**src/design/assert_macros.svh**
```systemverilog
// Assertion macros used by the note-off scheduler RTL.
// No dependencies; included by mnos_back, the one file that carries assertions.
`ifndef ASSERT_MACROS_SVH
`define ASSERT_MACROS_SVH

// Property checked at every clock edge outside reset.
`define ASSERT_AT(lbl, clk, rst_n, prop, msg) \
  lbl: assert property (@(posedge clk) disable iff (!rst_n) (prop)) else $error(msg);

// Antecedent implies consequent on the following clock edge.
`define ASSERT_NEXT(lbl, clk, rst_n, ante, cons, msg) \
  lbl: assert property (@(posedge clk) disable iff (!rst_n) (ante) |=> (cons)) else $error(msg);

`endif

```
**src/design/mnos_pkg.sv**
```systemverilog
// Types and constants of the MIDI note-off scheduler.
// No dependencies; imported by the front, back and top-level modules.
package mnos_pkg;

  localparam int KEYS     = 128;
  localparam int KEY_W    = 7;
  localparam int CHAN_W   = 4;
  localparam int IN_CH_W  = 5;
  localparam int DUR_W    = 16;
  localparam int VEL_W    = 7;
  localparam int STATUS_W = 8;

  localparam logic [STATUS_W-1:0] NOTE_ON_BASE  = 8'd144;
  localparam logic [STATUS_W-1:0] NOTE_OFF_BASE = 8'd128;
  localparam logic [VEL_W-1:0]    VEL_RESET     = 7'd100;
  localparam logic [IN_CH_W-1:0]  TOP_CHANNEL   = 5'd15;
  localparam logic [KEY_W-1:0]    KEY_LAST      = 7'd127;

  localparam logic FUNC_PLAY = 1'b0;
  localparam logic FUNC_TICK = 1'b1;

  typedef struct packed {
    logic              is_tick;
    logic [KEY_W-1:0]  note;
    logic [CHAN_W-1:0] chan;
    logic [DUR_W-1:0]  dur;
  } cmd_t;

  typedef struct packed {
    logic [STATUS_W-1:0] status;
    logic [KEY_W-1:0]    key;
    logic [VEL_W-1:0]    vel;
    logic                last;
    logic                untracked;
  } msg_t;

endpackage

```
**src/design/mnos_fifo.sv**
```systemverilog
// Small first-word-fall-through queue used between the scheduler stages.
// Generic; no package dependencies.
module mnos_fifo #(
  parameter int WIDTH = 8,
  parameter int DEPTH = 2
) (
  input  logic             clk,
  input  logic             rst_n,
  input  logic             push,
  input  logic [WIDTH-1:0] wdata,
  output logic             full,
  input  logic             pop,
  output logic [WIDTH-1:0] rdata,
  output logic             empty
);

  localparam int PTR_W = (DEPTH > 1) ? $clog2(DEPTH) : 1;
  localparam int CNT_W = $clog2(DEPTH + 1);

  logic [WIDTH-1:0] mem [DEPTH];
  logic [PTR_W-1:0] wr_ptr_r, rd_ptr_r;
  logic [CNT_W-1:0] count_r;
  logic             do_push, do_pop;

  assign full    = (count_r == CNT_W'(DEPTH));
  assign empty   = (count_r == '0);
  assign do_push = push && !full;
  assign do_pop  = pop && !empty;
  assign rdata   = mem[rd_ptr_r];

  always_ff @(posedge clk) begin
    if (do_push) begin
      mem[wr_ptr_r] <= wdata;
    end
  end

  always_ff @(posedge clk) begin
    if (!rst_n) begin
      wr_ptr_r <= '0;
      rd_ptr_r <= '0;
      count_r  <= '0;
    end else begin
      if (do_push) begin
        wr_ptr_r <= (wr_ptr_r == PTR_W'(DEPTH - 1)) ? '0 : wr_ptr_r + 1'b1;
      end
      if (do_pop) begin
        rd_ptr_r <= (rd_ptr_r == PTR_W'(DEPTH - 1)) ? '0 : rd_ptr_r + 1'b1;
      end
      if (do_push && !do_pop) begin
        count_r <= count_r + 1'b1;
      end else if (do_pop && !do_push) begin
        count_r <= count_r - 1'b1;
      end
    end
  end

endmodule

```
**src/design/mnos_front.sv**
```systemverilog
// Front stage: accepts input items, drops plays on channels above fifteen
// and hands the rest to the command queue. Depends on mnos_pkg.
module mnos_front (
  input  logic                             clk,
  input  logic                             rst_n,
  input  logic                             push,
  output logic                             full,
  input  logic                             func,
  input  logic [mnos_pkg::KEY_W-1:0]       note,
  input  logic [mnos_pkg::IN_CH_W-1:0]     chan,
  input  logic [mnos_pkg::DUR_W-1:0]       dur,
  output logic                             cmd_valid,
  output mnos_pkg::cmd_t                   cmd,
  input  logic                             cmd_ready
);

  import mnos_pkg::*;

  logic cmd_valid_r;
  cmd_t cmd_r;
  logic take, keep;

  assign full      = cmd_valid_r && !cmd_ready;
  assign take      = push && !full;
  assign keep      = (func == FUNC_TICK) || (chan <= TOP_CHANNEL);
  assign cmd_valid = cmd_valid_r;
  assign cmd       = cmd_r;

  always_ff @(posedge clk) begin
    if (!rst_n) begin
      cmd_valid_r <= 1'b0;
    end else if (take) begin
      cmd_valid_r <= keep;
    end else if (cmd_ready) begin
      cmd_valid_r <= 1'b0;
    end
  end

  always_ff @(posedge clk) begin
    if (take) begin
      cmd_r.is_tick <= (func == FUNC_TICK);
      cmd_r.note    <= note;
      cmd_r.chan    <= chan[CHAN_W-1:0];
      cmd_r.dur     <= dur;
    end
  end

endmodule

```
**src/design/mnos_back.sv**
```systemverilog
// Back stage: note table indexed by note number, note-on issue and the
// tick scan that emits note-offs. Depends on mnos_pkg and assert_macros.svh.
`include "assert_macros.svh"

module mnos_back #(
  parameter int SLOTS = 64
) (
  input  logic                       clk,
  input  logic                       rst_n,
  input  logic                       cmd_valid,
  input  mnos_pkg::cmd_t             cmd,
  output logic                       cmd_pop,
  input  logic                       out_full,
  output logic                       out_push,
  output mnos_pkg::msg_t             out_msg,
  input  logic [mnos_pkg::VEL_W-1:0] velocity
);

  import mnos_pkg::*;

  typedef enum logic [2:0] {
    S_IDLE  = 3'b001,
    S_SCAN  = 3'b010,
    S_FLUSH = 3'b100
  } state_t;

  localparam int CNT_W = $clog2(SLOTS + 1);
  localparam logic [CNT_W-1:0] CNT_FULL = CNT_W'(SLOTS);

  state_t            state_r, state_nxt;
  logic [KEYS-1:0]   valid_r, valid_nxt;
  logic [CNT_W-1:0]  count_r, count_nxt;
  logic [KEY_W-1:0]  ev_key_r, ev_key_nxt;
  logic              pend_valid_r, pend_valid_nxt;
  logic [KEY_W-1:0]  pend_key_r, pend_key_nxt;
  logic [CHAN_W-1:0] pend_chan_r, pend_chan_nxt;

  logic [CHAN_W-1:0] chan_mem [KEYS];
  logic [DUR_W-1:0]  rem_mem  [KEYS];
  logic [CHAN_W-1:0] chan_rd_r;
  logic [DUR_W-1:0]  rem_rd_r;

  logic              rd_en, chan_we, rem_we;
  logic [KEY_W-1:0]  rd_addr, wr_addr;
  logic [CHAN_W-1:0] wr_chan;
  logic [DUR_W-1:0]  wr_rem;
  logic              hit, ev_valid, expired;

  always_ff @(posedge clk) begin
    if (chan_we) begin
      chan_mem[wr_addr] <= wr_chan;
    end
    if (rem_we) begin
      rem_mem[wr_addr] <= wr_rem;
    end
    if (rd_en) begin
      chan_rd_r <= chan_mem[rd_addr];
      rem_rd_r  <= rem_mem[rd_addr];
    end
  end

  assign hit      = valid_r[cmd.note];
  assign ev_valid = valid_r[ev_key_r];
  assign expired  = (rem_rd_r <= DUR_W'(1));

  always_comb begin
    state_nxt      = state_r;
    valid_nxt      = valid_r;
    count_nxt      = count_r;
    ev_key_nxt     = ev_key_r;
    pend_valid_nxt = pend_valid_r;
    pend_key_nxt   = pend_key_r;
    pend_chan_nxt  = pend_chan_r;
    cmd_pop        = 1'b0;
    out_push       = 1'b0;
    out_msg        = '0;
    rd_en          = 1'b0;
    rd_addr        = ev_key_r + 1'b1;
    chan_we        = 1'b0;
    rem_we         = 1'b0;
    wr_addr        = cmd.note;
    wr_chan        = cmd.chan;
    wr_rem         = cmd.dur;

    unique case (state_r)
      S_IDLE: begin
        if (cmd_valid && !out_full) begin
          cmd_pop = 1'b1;
          if (cmd.is_tick) begin
            rd_en      = 1'b1;
            rd_addr    = '0;
            ev_key_nxt = '0;
            state_nxt  = S_SCAN;
          end else begin
            out_push       = 1'b1;
            out_msg.status = NOTE_ON_BASE + {{(STATUS_W-CHAN_W){1'b0}}, cmd.chan};
            out_msg.key    = cmd.note;
            out_msg.vel    = velocity;
            out_msg.last   = 1'b1;
            if (hit) begin
              // Known note: only the length restarts, the channel stays.
              rem_we = 1'b1;
            end else if (count_r != CNT_FULL) begin
              chan_we              = 1'b1;
              rem_we               = 1'b1;
              valid_nxt[cmd.note]  = 1'b1;
              count_nxt            = count_r + 1'b1;
            end else begin
              out_msg.untracked = 1'b1;
            end
          end
        end
      end
      S_SCAN: begin
        if (!out_full) begin
          rd_en      = 1'b1;
          ev_key_nxt = ev_key_r + 1'b1;
          if (ev_valid) begin
            if (expired) begin
              valid_nxt[ev_key_r] = 1'b0;
              count_nxt           = count_r - 1'b1;
              pend_valid_nxt      = 1'b1;
              pend_key_nxt        = ev_key_r;
              pend_chan_nxt       = chan_rd_r;
              // The previous note-off is now known not to be the last one.
              if (pend_valid_r) begin
                out_push       = 1'b1;
                out_msg.status = NOTE_OFF_BASE + {{(STATUS_W-CHAN_W){1'b0}}, pend_chan_r};
                out_msg.key    = pend_key_r;
              end
            end else begin
              rem_we  = 1'b1;
              wr_addr = ev_key_r;
              wr_rem  = rem_rd_r - 1'b1;
            end
          end
          if (ev_key_r == KEY_LAST) begin
            state_nxt = S_FLUSH;
          end
        end
      end
      S_FLUSH: begin
        if (!pend_valid_r) begin
          state_nxt = S_IDLE;
        end else if (!out_full) begin
          out_push       = 1'b1;
          out_msg.status = NOTE_OFF_BASE + {{(STATUS_W-CHAN_W){1'b0}}, pend_chan_r};
          out_msg.key    = pend_key_r;
          out_msg.last   = 1'b1;
          pend_valid_nxt = 1'b0;
          state_nxt      = S_IDLE;
        end
      end
      default: begin
        state_nxt = S_IDLE;
      end
    endcase
  end

  always_ff @(posedge clk) begin
    if (!rst_n) begin
      state_r      <= S_IDLE;
      valid_r      <= '0;
      count_r      <= '0;
      ev_key_r     <= '0;
      pend_valid_r <= 1'b0;
    end else begin
      state_r      <= state_nxt;
      valid_r      <= valid_nxt;
      count_r      <= count_nxt;
      ev_key_r     <= ev_key_nxt;
      pend_valid_r <= pend_valid_nxt;
    end
  end

  always_ff @(posedge clk) begin
    pend_key_r  <= pend_key_nxt;
    pend_chan_r <= pend_chan_nxt;
  end

  `ASSERT_AT(a_count_bound, clk, rst_n, count_r <= CNT_FULL, "note count above capacity")
  `ASSERT_AT(a_count_match, clk, rst_n, $countones(valid_r) == count_r, "note count out of step")
  `ASSERT_AT(a_push_room, clk, rst_n, !out_push || !out_full, "message pushed into full queue")
  `ASSERT_AT(a_idle_no_pend, clk, rst_n, state_r != S_IDLE || !pend_valid_r, "note-off left behind")

endmodule

```
**src/design/midi_note_off_scheduler_core.sv**
```systemverilog
// Top level of the MIDI note-off scheduler: front stage, command queue,
// back stage, message queue and configuration register. Depends on mnos_pkg.
//
// Each transaction on the input side is a play or a tick. A play on a channel
// above fifteen is dropped; any other play produces one note-on (status 144
// plus channel, the configured velocity) and records the note with its length
// in a table of up to SLOTS notes, keyed by note number; a note already held
// only has its length restarted, and a play that finds the table full is
// sent with untracked set. A tick counts every held note down and emits a
// note-off (status 128 plus stored channel, velocity zero) for each one that
// runs out, in ascending note order, the final one marked with last_of_run.
// The back stage settles a play straight from its idle state; its note-on
// passes the front register, the command queue and the message queue on
// its way to the result ports. A tick walks all 128 note numbers, one per
// cycle while the message queue has room, through the single read port of
// the note table; the back stage takes no new command until the scan and
// any final note-off are done. Input and results are decoupled by a two-entry
// command queue and a two-entry message queue, so the input side keeps taking
// transactions, until the command queue fills, while finished messages wait.
module midi_note_off_scheduler_core #(
  parameter int SLOTS = 64
) (
  input  logic                          clk,
  input  logic                          rst_n,
  input  logic                          push,
  output logic                          full,
  input  logic                          in_func,
  input  logic [mnos_pkg::KEY_W-1:0]    in_note_number,
  input  logic [mnos_pkg::IN_CH_W-1:0]  in_channel_number,
  input  logic [mnos_pkg::DUR_W-1:0]    in_duration_ticks,
  output logic                          empty,
  input  logic                          pop,
  output logic [mnos_pkg::STATUS_W-1:0] out_status_byte,
  output logic [mnos_pkg::KEY_W-1:0]    out_key_number,
  output logic [mnos_pkg::VEL_W-1:0]    out_velocity_byte,
  output logic                          out_last_of_run,
  output logic                          out_untracked,
  input  logic                          psel,
  input  logic                          penable,
  input  logic                          pwrite,
  input  logic [2:0]                    paddr,
  input  logic [31:0]                   pwdata,
  output logic [31:0]                   prdata,
  output logic                          pready
);

  import mnos_pkg::*;

  // Register index sits in the word address bit; one register is defined.
  localparam logic REG_NOTE_ON_VELOCITY = 1'b0;
  localparam int   QDEPTH = 2;

  logic [VEL_W-1:0] note_on_velocity_r;
  logic             cfg_write;

  cmd_t                   front_cmd, back_cmd;
  logic                   front_valid, cmd_q_full, cmd_q_empty, cmd_pop;
  logic [$bits(cmd_t)-1:0] cmd_q_rdata;
  msg_t                   back_msg, out_msg;
  logic                   msg_push, msg_q_full;
  logic [$bits(msg_t)-1:0] msg_q_rdata;

  // Configuration: writes complete in the access phase; pready is tied high.
  assign pready    = 1'b1;
  assign cfg_write = psel && penable && pwrite && pready;
  assign prdata    = (paddr[2] == REG_NOTE_ON_VELOCITY) ?
                     {{(32-VEL_W){1'b0}}, note_on_velocity_r} : '0;

  always_ff @(posedge clk) begin
    if (!rst_n) begin
      note_on_velocity_r <= VEL_RESET;
    end else if (cfg_write && (paddr[2] == REG_NOTE_ON_VELOCITY)) begin
      note_on_velocity_r <= pwdata[VEL_W-1:0];
    end
  end

  // Front stage classifies each transaction and filters dropped plays.
  mnos_front u_front (
    .clk       (clk),
    .rst_n     (rst_n),
    .push      (push),
    .full      (full),
    .func      (in_func),
    .note      (in_note_number),
    .chan      (in_channel_number),
    .dur       (in_duration_ticks),
    .cmd_valid (front_valid),
    .cmd       (front_cmd),
    .cmd_ready (!cmd_q_full)
  );

  // Command queue lets the front keep accepting while a tick scan runs, until it fills.
  mnos_fifo #(
    .WIDTH ($bits(cmd_t)),
    .DEPTH (QDEPTH)
  ) u_cmd_q (
    .clk   (clk),
    .rst_n (rst_n),
    .push  (front_valid),
    .wdata (front_cmd),
    .full  (cmd_q_full),
    .pop   (cmd_pop),
    .rdata (cmd_q_rdata),
    .empty (cmd_q_empty)
  );

  assign back_cmd = cmd_t'(cmd_q_rdata);

  // Back stage owns the note table and produces all messages.
  mnos_back #(
    .SLOTS (SLOTS)
  ) u_back (
    .clk       (clk),
    .rst_n     (rst_n),
    .cmd_valid (!cmd_q_empty),
    .cmd       (back_cmd),
    .cmd_pop   (cmd_pop),
    .out_full  (msg_q_full),
    .out_push  (msg_push),
    .out_msg   (back_msg),
    .velocity  (note_on_velocity_r)
  );

  // Message queue holds finished messages until the consumer pops them.
  mnos_fifo #(
    .WIDTH ($bits(msg_t)),
    .DEPTH (QDEPTH)
  ) u_msg_q (
    .clk   (clk),
    .rst_n (rst_n),
    .push  (msg_push),
    .wdata (back_msg),
    .full  (msg_q_full),
    .pop   (pop),
    .rdata (msg_q_rdata),
    .empty (empty)
  );

  assign out_msg           = msg_t'(msg_q_rdata);
  assign out_status_byte   = out_msg.status;
  assign out_key_number    = out_msg.key;
  assign out_velocity_byte = out_msg.vel;
  assign out_last_of_run   = out_msg.last;
  assign out_untracked     = out_msg.untracked;

endmodule
```
**config.mk**
```make
export PLATFORM = sky130hd
export DESIGN_NAME = midi_note_off_scheduler_core
export DESIGN_NICKNAME = d
export VERILOG_FILES = /design/src/design/mnos_pkg.sv /design/src/design/mnos_fifo.sv /design/src/design/mnos_front.sv /design/src/design/mnos_back.sv /design/src/design/midi_note_off_scheduler_core.sv
export VERILOG_INCLUDE_DIRS = /design/src /design/src/design
export SDC_FILE = /design/constraint.sdc
export NUM_CORES = 2
export LEC_CHECK = 0
export BUFFER_PORTS_ARGS = -buffer_cell sky130_fd_sc_hd__clkbuf_2
export CAP_MARGIN = 20
export CORE_MARGIN = 2
export CORE_UTILIZATION = 57
export CTS_CLUSTER_SIZE = 30
export DETAILED_ROUTE_END_ITERATION = 10
export GPL_ROUTABILITY_DRIVEN = 0
export MAX_ROUTING_LAYER = met4
export PLACE_DENSITY = 0.76
export SYNTH_ARGS = -nofsm -noshare
export SYNTH_HDL_FRONTEND = slang
export SYNTH_HIERARCHICAL = 1
export SYNTH_SLANG_ARGS = --single-unit
```
**constraint.sdc**
```tcl
create_clock -name clk -period 8.55 [get_ports clk]
set_input_delay 0.855 -clock clk [delete_from_list [all_inputs] [get_ports clk]]
set_output_delay 0.855 -clock clk [all_outputs]
set_load 0.05 [all_outputs]
```
== Yosys cells after proc, flatten, opt, wreduce, memory -nomap -nowiden ==
Memories as Yosys holds them, arrays and structs flattened. A register that Yosys moved wholly into a read port is not among the register bits.
Cells that the tools add are included.

* Logic and storage cells: 218
* ROM bits: 0
* Input bits: 71
* Bits in registers: 201
* Memories: 4
* Latch bits: 0
* Memory bits (writable): 2664

{| class="wikitable"
|+ Memory list
! memory !! words !! width !! read ports !! clocked after Yosys merged registers in !! wr ports !! line !! source
|-
| u_back.rem_mem || 128 || 16 || 1 || 1 || 1 || mnos_back.sv:39 || <nowiki>logic [DUR_W-1:0] rem_mem [KEYS];</nowiki>
|-
| u_back.chan_mem || 128 || 4 || 1 || 1 || 1 || mnos_back.sv:38 || <nowiki>logic [CHAN_W-1:0] chan_mem [KEYS];</nowiki>
|-
| u_cmd_q.mem || 2 || 28 || 1 || 1 || 1 || mnos_fifo.sv:20 || <nowiki>logic [WIDTH-1:0] mem [DEPTH];</nowiki>
|-
| u_msg_q.mem || 2 || 24 || 1 || 1 || 1 || mnos_fifo.sv:20 ||
|}

* Multipliers: 0
* Shift-type cells: 0
* Mux-type cells: 115
* Order comparisons: 6
* Bitwise operators: 5
* Divide/modulo/power cells: 0
* Add/sub/neg operators: 14
* Reductions and logical operators: 37
* Eq/ne operators: 18

{| class="wikitable"
|+ Operator list
! cell !! number
|-
| $mux 128 || 7
|-
| $pmux 128 s2 || 1
|-
| $mux 7 || 19
|-
| $and 128x128->128 || 1
|-
| $not 128->128 || 1
|-
| $or 128x128->128 || 1
|-
| $mux 15 || 6
|-
| $mux 16 || 4
|-
| $mux 1 || 53
|-
| $mux 24 || 2
|-
| $pmux 15 s3 || 1
|-
| $pmux 7 s2 || 2
|-
| $mux 3 || 6
|-
| $add 8x4->8 const A || 2
|-
| $le 16x1->1 const B || 1
|-
| $logic_and 1x1->1 || 16
|-
| $lt 7x8->1 const B || 2
|-
| $sub 16x1->16 const B || 1
|-
| $add 7x1->7 const B || 2
|-
| $bmux 1 s7 || 2
|-
| $demux 1 s7 || 2
|-
| $ge 7x1->1 const B || 2
|-
| $reduce_and 4->1 || 3
|-
| $ne 2x1->1 const B || 5
|-
| other kinds (24) || 53
|}

== Depth between registers and ports, before layout ==
* Depth after elaboration: 10
* Depth in mapped cells: 18
* Gate-level depth less buffers: 15

== Hierarchy ==
The synthesis kept the hierarchy.

{| class="wikitable"
|+ By module, submodules not included
! module !! sequential area each (µm²) !! cells each !! times used !! area each (µm²)
|-
| mnos_back || 80727.4 || 8316 || 1 || 112823.2
|-
| mnos_fifo (u_cmd_q) || 1781.7 || 112 || 1 || 2250.9
|-
| mnos_fifo (u_msg_q) || 1541.5 || 100 || 1 || 1960.6
|-
| mnos_front || 860.8 || 34 || 1 || 905.9
|-
| midi_note_off_scheduler_core || 140.1 || 68 || 1 || 574.3
|}

== Worst setup path before layout ==
Ideal clock, no wire load.

* Path type: reg2reg
* From: register u_back.ev_key_r[0]
* To: memory u_back.rem_mem[0][8], data pin
* Setup slack: -0.159 ns
* Data arrival time: 7.513 ns
* Library setup time: 1.197 ns
* Clock period less this slack: 8.709 ns
* Data required time: 7.353 ns
* Stages on the path, launching flop included: 12
* Cell sequence: dfxtp_1 buf_4 buf_6 nor2_1 a22oi_1 a21oi_1 or3b_2 o311ai_1 o21ai_1 buf_2 clkbuf_1 o21ai_0

* Cells in the longest elaborated chain, start to end: 5

{| class="wikitable"
|+ Ends and longest elaborated chain
! what !! line !! source
|-
| start, declared || mnos_back.sv:33 || <nowiki>logic [KEY_W-1:0] ev_key_r, ev_key_nxt;</nowiki>
|-
| start signal, assigned || mnos_back.sv:171 || <nowiki>ev_key_r <= ev_key_nxt;</nowiki>
|-
| $bmux 1 s7 || mnos_back.sv:63 || <nowiki>assign ev_valid = valid_r[ev_key_r];</nowiki>
|-
| $mux 1 (implied by the code) || mnos_back.sv:63 ||
|-
| $mux 16 || mnos_back.sv:118 || <nowiki>if (ev_valid) begin</nowiki>
|-
| $mux 16 || mnos_back.sv:115 || <nowiki>if (!out_full) begin</nowiki>
|-
| $mux 16 || mnos_back.sv:85 || <nowiki>unique case (state_r)</nowiki>
|-
| named net u_back.wr_rem[8] || mnos_back.sv:46 || <nowiki>logic [DUR_W-1:0] wr_rem;</nowiki>
|-
| end, declared || mnos_back.sv:39 ||
|}

The timed path passes the listed nets, and every way through them passes these cells. The select of a mux whose other input is x is not followed.

==> reports/results.ini <==
[critical_path]
setup.worst_path.start_class = register
slowest_stage = mux2_2
worstPathRequired_ns = 9.19
arrival_ns = 7.17
cp_top_family = simple AND/OR/NAND/NOR gates
critPathBufInv = 3
ff2ff_setup_slack_ns = 2.01
worst-setup-path-type = register to register
critPathMaxStageDelay_ns = 0.80
cp_common_cell = buf_4
end_kind = register
crit_chain = buf_4 > mux2_2 > nand2_1 > nor2_1 > a221oi_1 > o22a_1 > nand4b_1 > o31a_1 > a31oi_4 > buf_4 > nor3_2 > buf_4
critical_path_peak_fanout = 29

[synth]
ys_async_sr_fraction = 0
synth_edf_count = 2723
ys_warn_count = 6
ys_ff_latch = 2887
synth.avg_cell_area_um2 = 13.7
synth_top_area_share = 0.690
ys_types = 98
ys.flop_type = edfxtp_1
synthTopCellsByArea = edfxtp_1 (69%), nand2_1 (4.2%), mux2i_1 (2.8%), dfxtp_1 (2.8%), nand3_1 (1.8%)
syn_inst = 8630
synth.most_common_cell = edfxtp_1
yosysTopAreaCell = edfxtp_1
netlist_area_um2 = 119000
seq_area_frac_synth = 0.718
ys_top_cells_by_count = edfxtp_1 (2723), nand2_1 (1328), nor2_1 (436), nand3_1 (420), clkbuf_1 (361)

[timing]
setup_slack_ns = 2.01
slew_headroom = -0.0833
rsz0062_at_grt = no
final_hold_viol_count = 0
max_freq_mhz = 153
finalMaxSlewViolations = 9
post-route-period-util = 0.765
fin_crit_ns = 6.54
setup_viol = 0
tightest_slew_ns = 1.62
worst_hold_slack_ns = 0.0862
fin_worst_skew_ns = 0.0601

[power_and_ir_drop]
vdd_drop_max_mv = 0.301
static-leakage-power_uw = 0.0416
p_total_uw = 35200
power_density_nw_per_um2 = 266

[global_route]
antenna_found_initial = 16
grt_max_degree = 153
grtUsageTotal = 0.359
grt_pass1_vias = 78200
grt_pass1_wl_um = 535000
grt-ovfl-total = 0

[floorplan]
rows = 167
start_util = 0.573
die_y_um = 460
num_io_pins = 130
die_w_um = 460
coreArea_um2 = 207000
die_area_um2 = 212000

[cells_and_area]
syn_to_final_growth_pct = 11.9
finish.instance_area_um2 = 133000
finalNetCount = 8768
drive_gt1_frac = 0.132

[route]
route.met3.wl_um = 59900
highest_layer = met4
postRouteAntennaNets = 0
num_vias = 82500
route.detailed.drc = 0
vias_per_cell = 7.10
wl_per_cell_um = 32.3
wl_met1_um = 125000
totalWireLength_um = 375000
wl_met2_um = 163000
drt_iter0_markers = 14900
dr.pass1.iters = 9

[placement]
pre_cts_slack_ns = 2.28
place_hpwl_um = 215000
port_buffers = 76
place_area_um2 = 123000

[clocking]
cts.repair.resized = 0
cts_tree = done
hold_buffers = 0
cts_setup_buffers = 0
htreeDepth = 5
numCtsBuffers = 299
cts_root_buf = clkbuf_16
clk_pin_slew_ns = 0.06
clk_latency_ns = 0.97
ctsLongestPathBuffers = 4
cts_sinks = 2887

[outcome]
violations = slew limit
status = finished, violations left

[worst_hold_path]
hp-class = input pin to register

[flow_run]
max-cap-violations = 0

## stage by stage
stage / setup TNS (ns) / instances / utilization
after CTS: 0 / 11600 / 0.640
after global placement: 0 / 11100 / 0.596
after global routing: 0 / 11600 / 0.641
final: 0 / 11600 / 0.641
after detailed placement: 0 / 11100 / 0.596
after floorplan: -38.10 / 8655 / -
## layout make-up
| class | count | area, µm² |
|---|---|---|
| Clock inverter | 135 | 1150 |
| Fill cell | 14200 | 74200 |
| Sequential cell | 2887 | 85100 |
| Tap cell | 2704 | 3380 |
| Clock buffer | 370 | 8040 |
| Multi-Input combinational cell | 5056 | 31500 |
| Timing Repair Buffer | 419 | 3420 |
| Inverter | 23 | 93.8 |
| Antenna cell | 23 | 57.6 |
## cells in the final DEF (no fill, tap or decap), types with 162 or more instances in the layout
cell type,instances
nand3_1,416
edfxtp_1,2723
dfxtp_1,162
nand2_1,1323
nor3_1,187
mux2i_1,319
a21oi_1,259
buf_4,301
clkbuf_16,310
nor2_1,412
o21ai_0,268
o22ai_1,170
## registers in the layout, indices dropped and copies added (netlist names), 3 cells and up, named ones only
signal and count:
note_on_velocity_r 7, u_back/chan_mem 512, u_back/chan_rd_r 4, u_back/count_r 7
u_back/ev_key_r 7, u_back/pend_chan_r 4, u_back/pend_key_r 7, u_back/rem_mem 2048
u_back/rem_rd_r 16, u_back/state_r 3, u_back/valid_r 128, u_cmd_q/mem 56
u_front/cmd 28, u_msg_q/mem 48
## logic make-up after synthesis
kind of cell	after synthesis	share of synthesized area
flip-flops	2887	0.718
multiplexers	495	0.0484
buffers and inverters	712	0.0264
adder cells (fa/ha/maj)	11	0.00122
other	3	0.0000950
AND/OR/NAND/NOR	2859	0.108
AO/OA/AOI/OAI	1633	0.0959
XOR/XNOR	30	0.00222
## layer usage
layer  vias up  global-route usage
met1     40100               0.452
met5         -                   -
met3      1498               0.118
li1      33500                   -
met2      7485               0.506
met4         0               0.219
## report_power, final
group          internal (µW)  switching (µW)
Clock                   7240            5270
Combinational           1380            4720
Sequential             16500             135
Total                  25100           10100
## final timing paths
path,from,endpoint,cells after the start
setup / recovery,register,u_back/rem_mem[68][12]$_DFFE_PP_,12
hold / removal,in_note_number[5],u_front/cmd[25]$_DFFE_PP_,1
setup reg to reg,register,u_back/rem_mem[68][12]$_DFFE_PP_,12
hold reg to reg,u_front/cmd[15]$_DFFE_PP_,u_cmd_q/mem[0][15]$_DFFE_PP_,0
## worst reg2reg max path, stage by stage, from the launching register on
cell      delay, ns
dfxtp_1        0.30
buf_4          0.35
mux2_2         0.80
nand2_1        0.51
nor2_1         0.71
a221oi_1       0.20
o22a_1         0.26
nand4b_1       0.36
o31a_1         0.64
a31oi_4        0.46
buf_4          0.47
nor3_2         0.84
buf_4          0.33
Note: power is estimated with default switching activity, not from simulation.
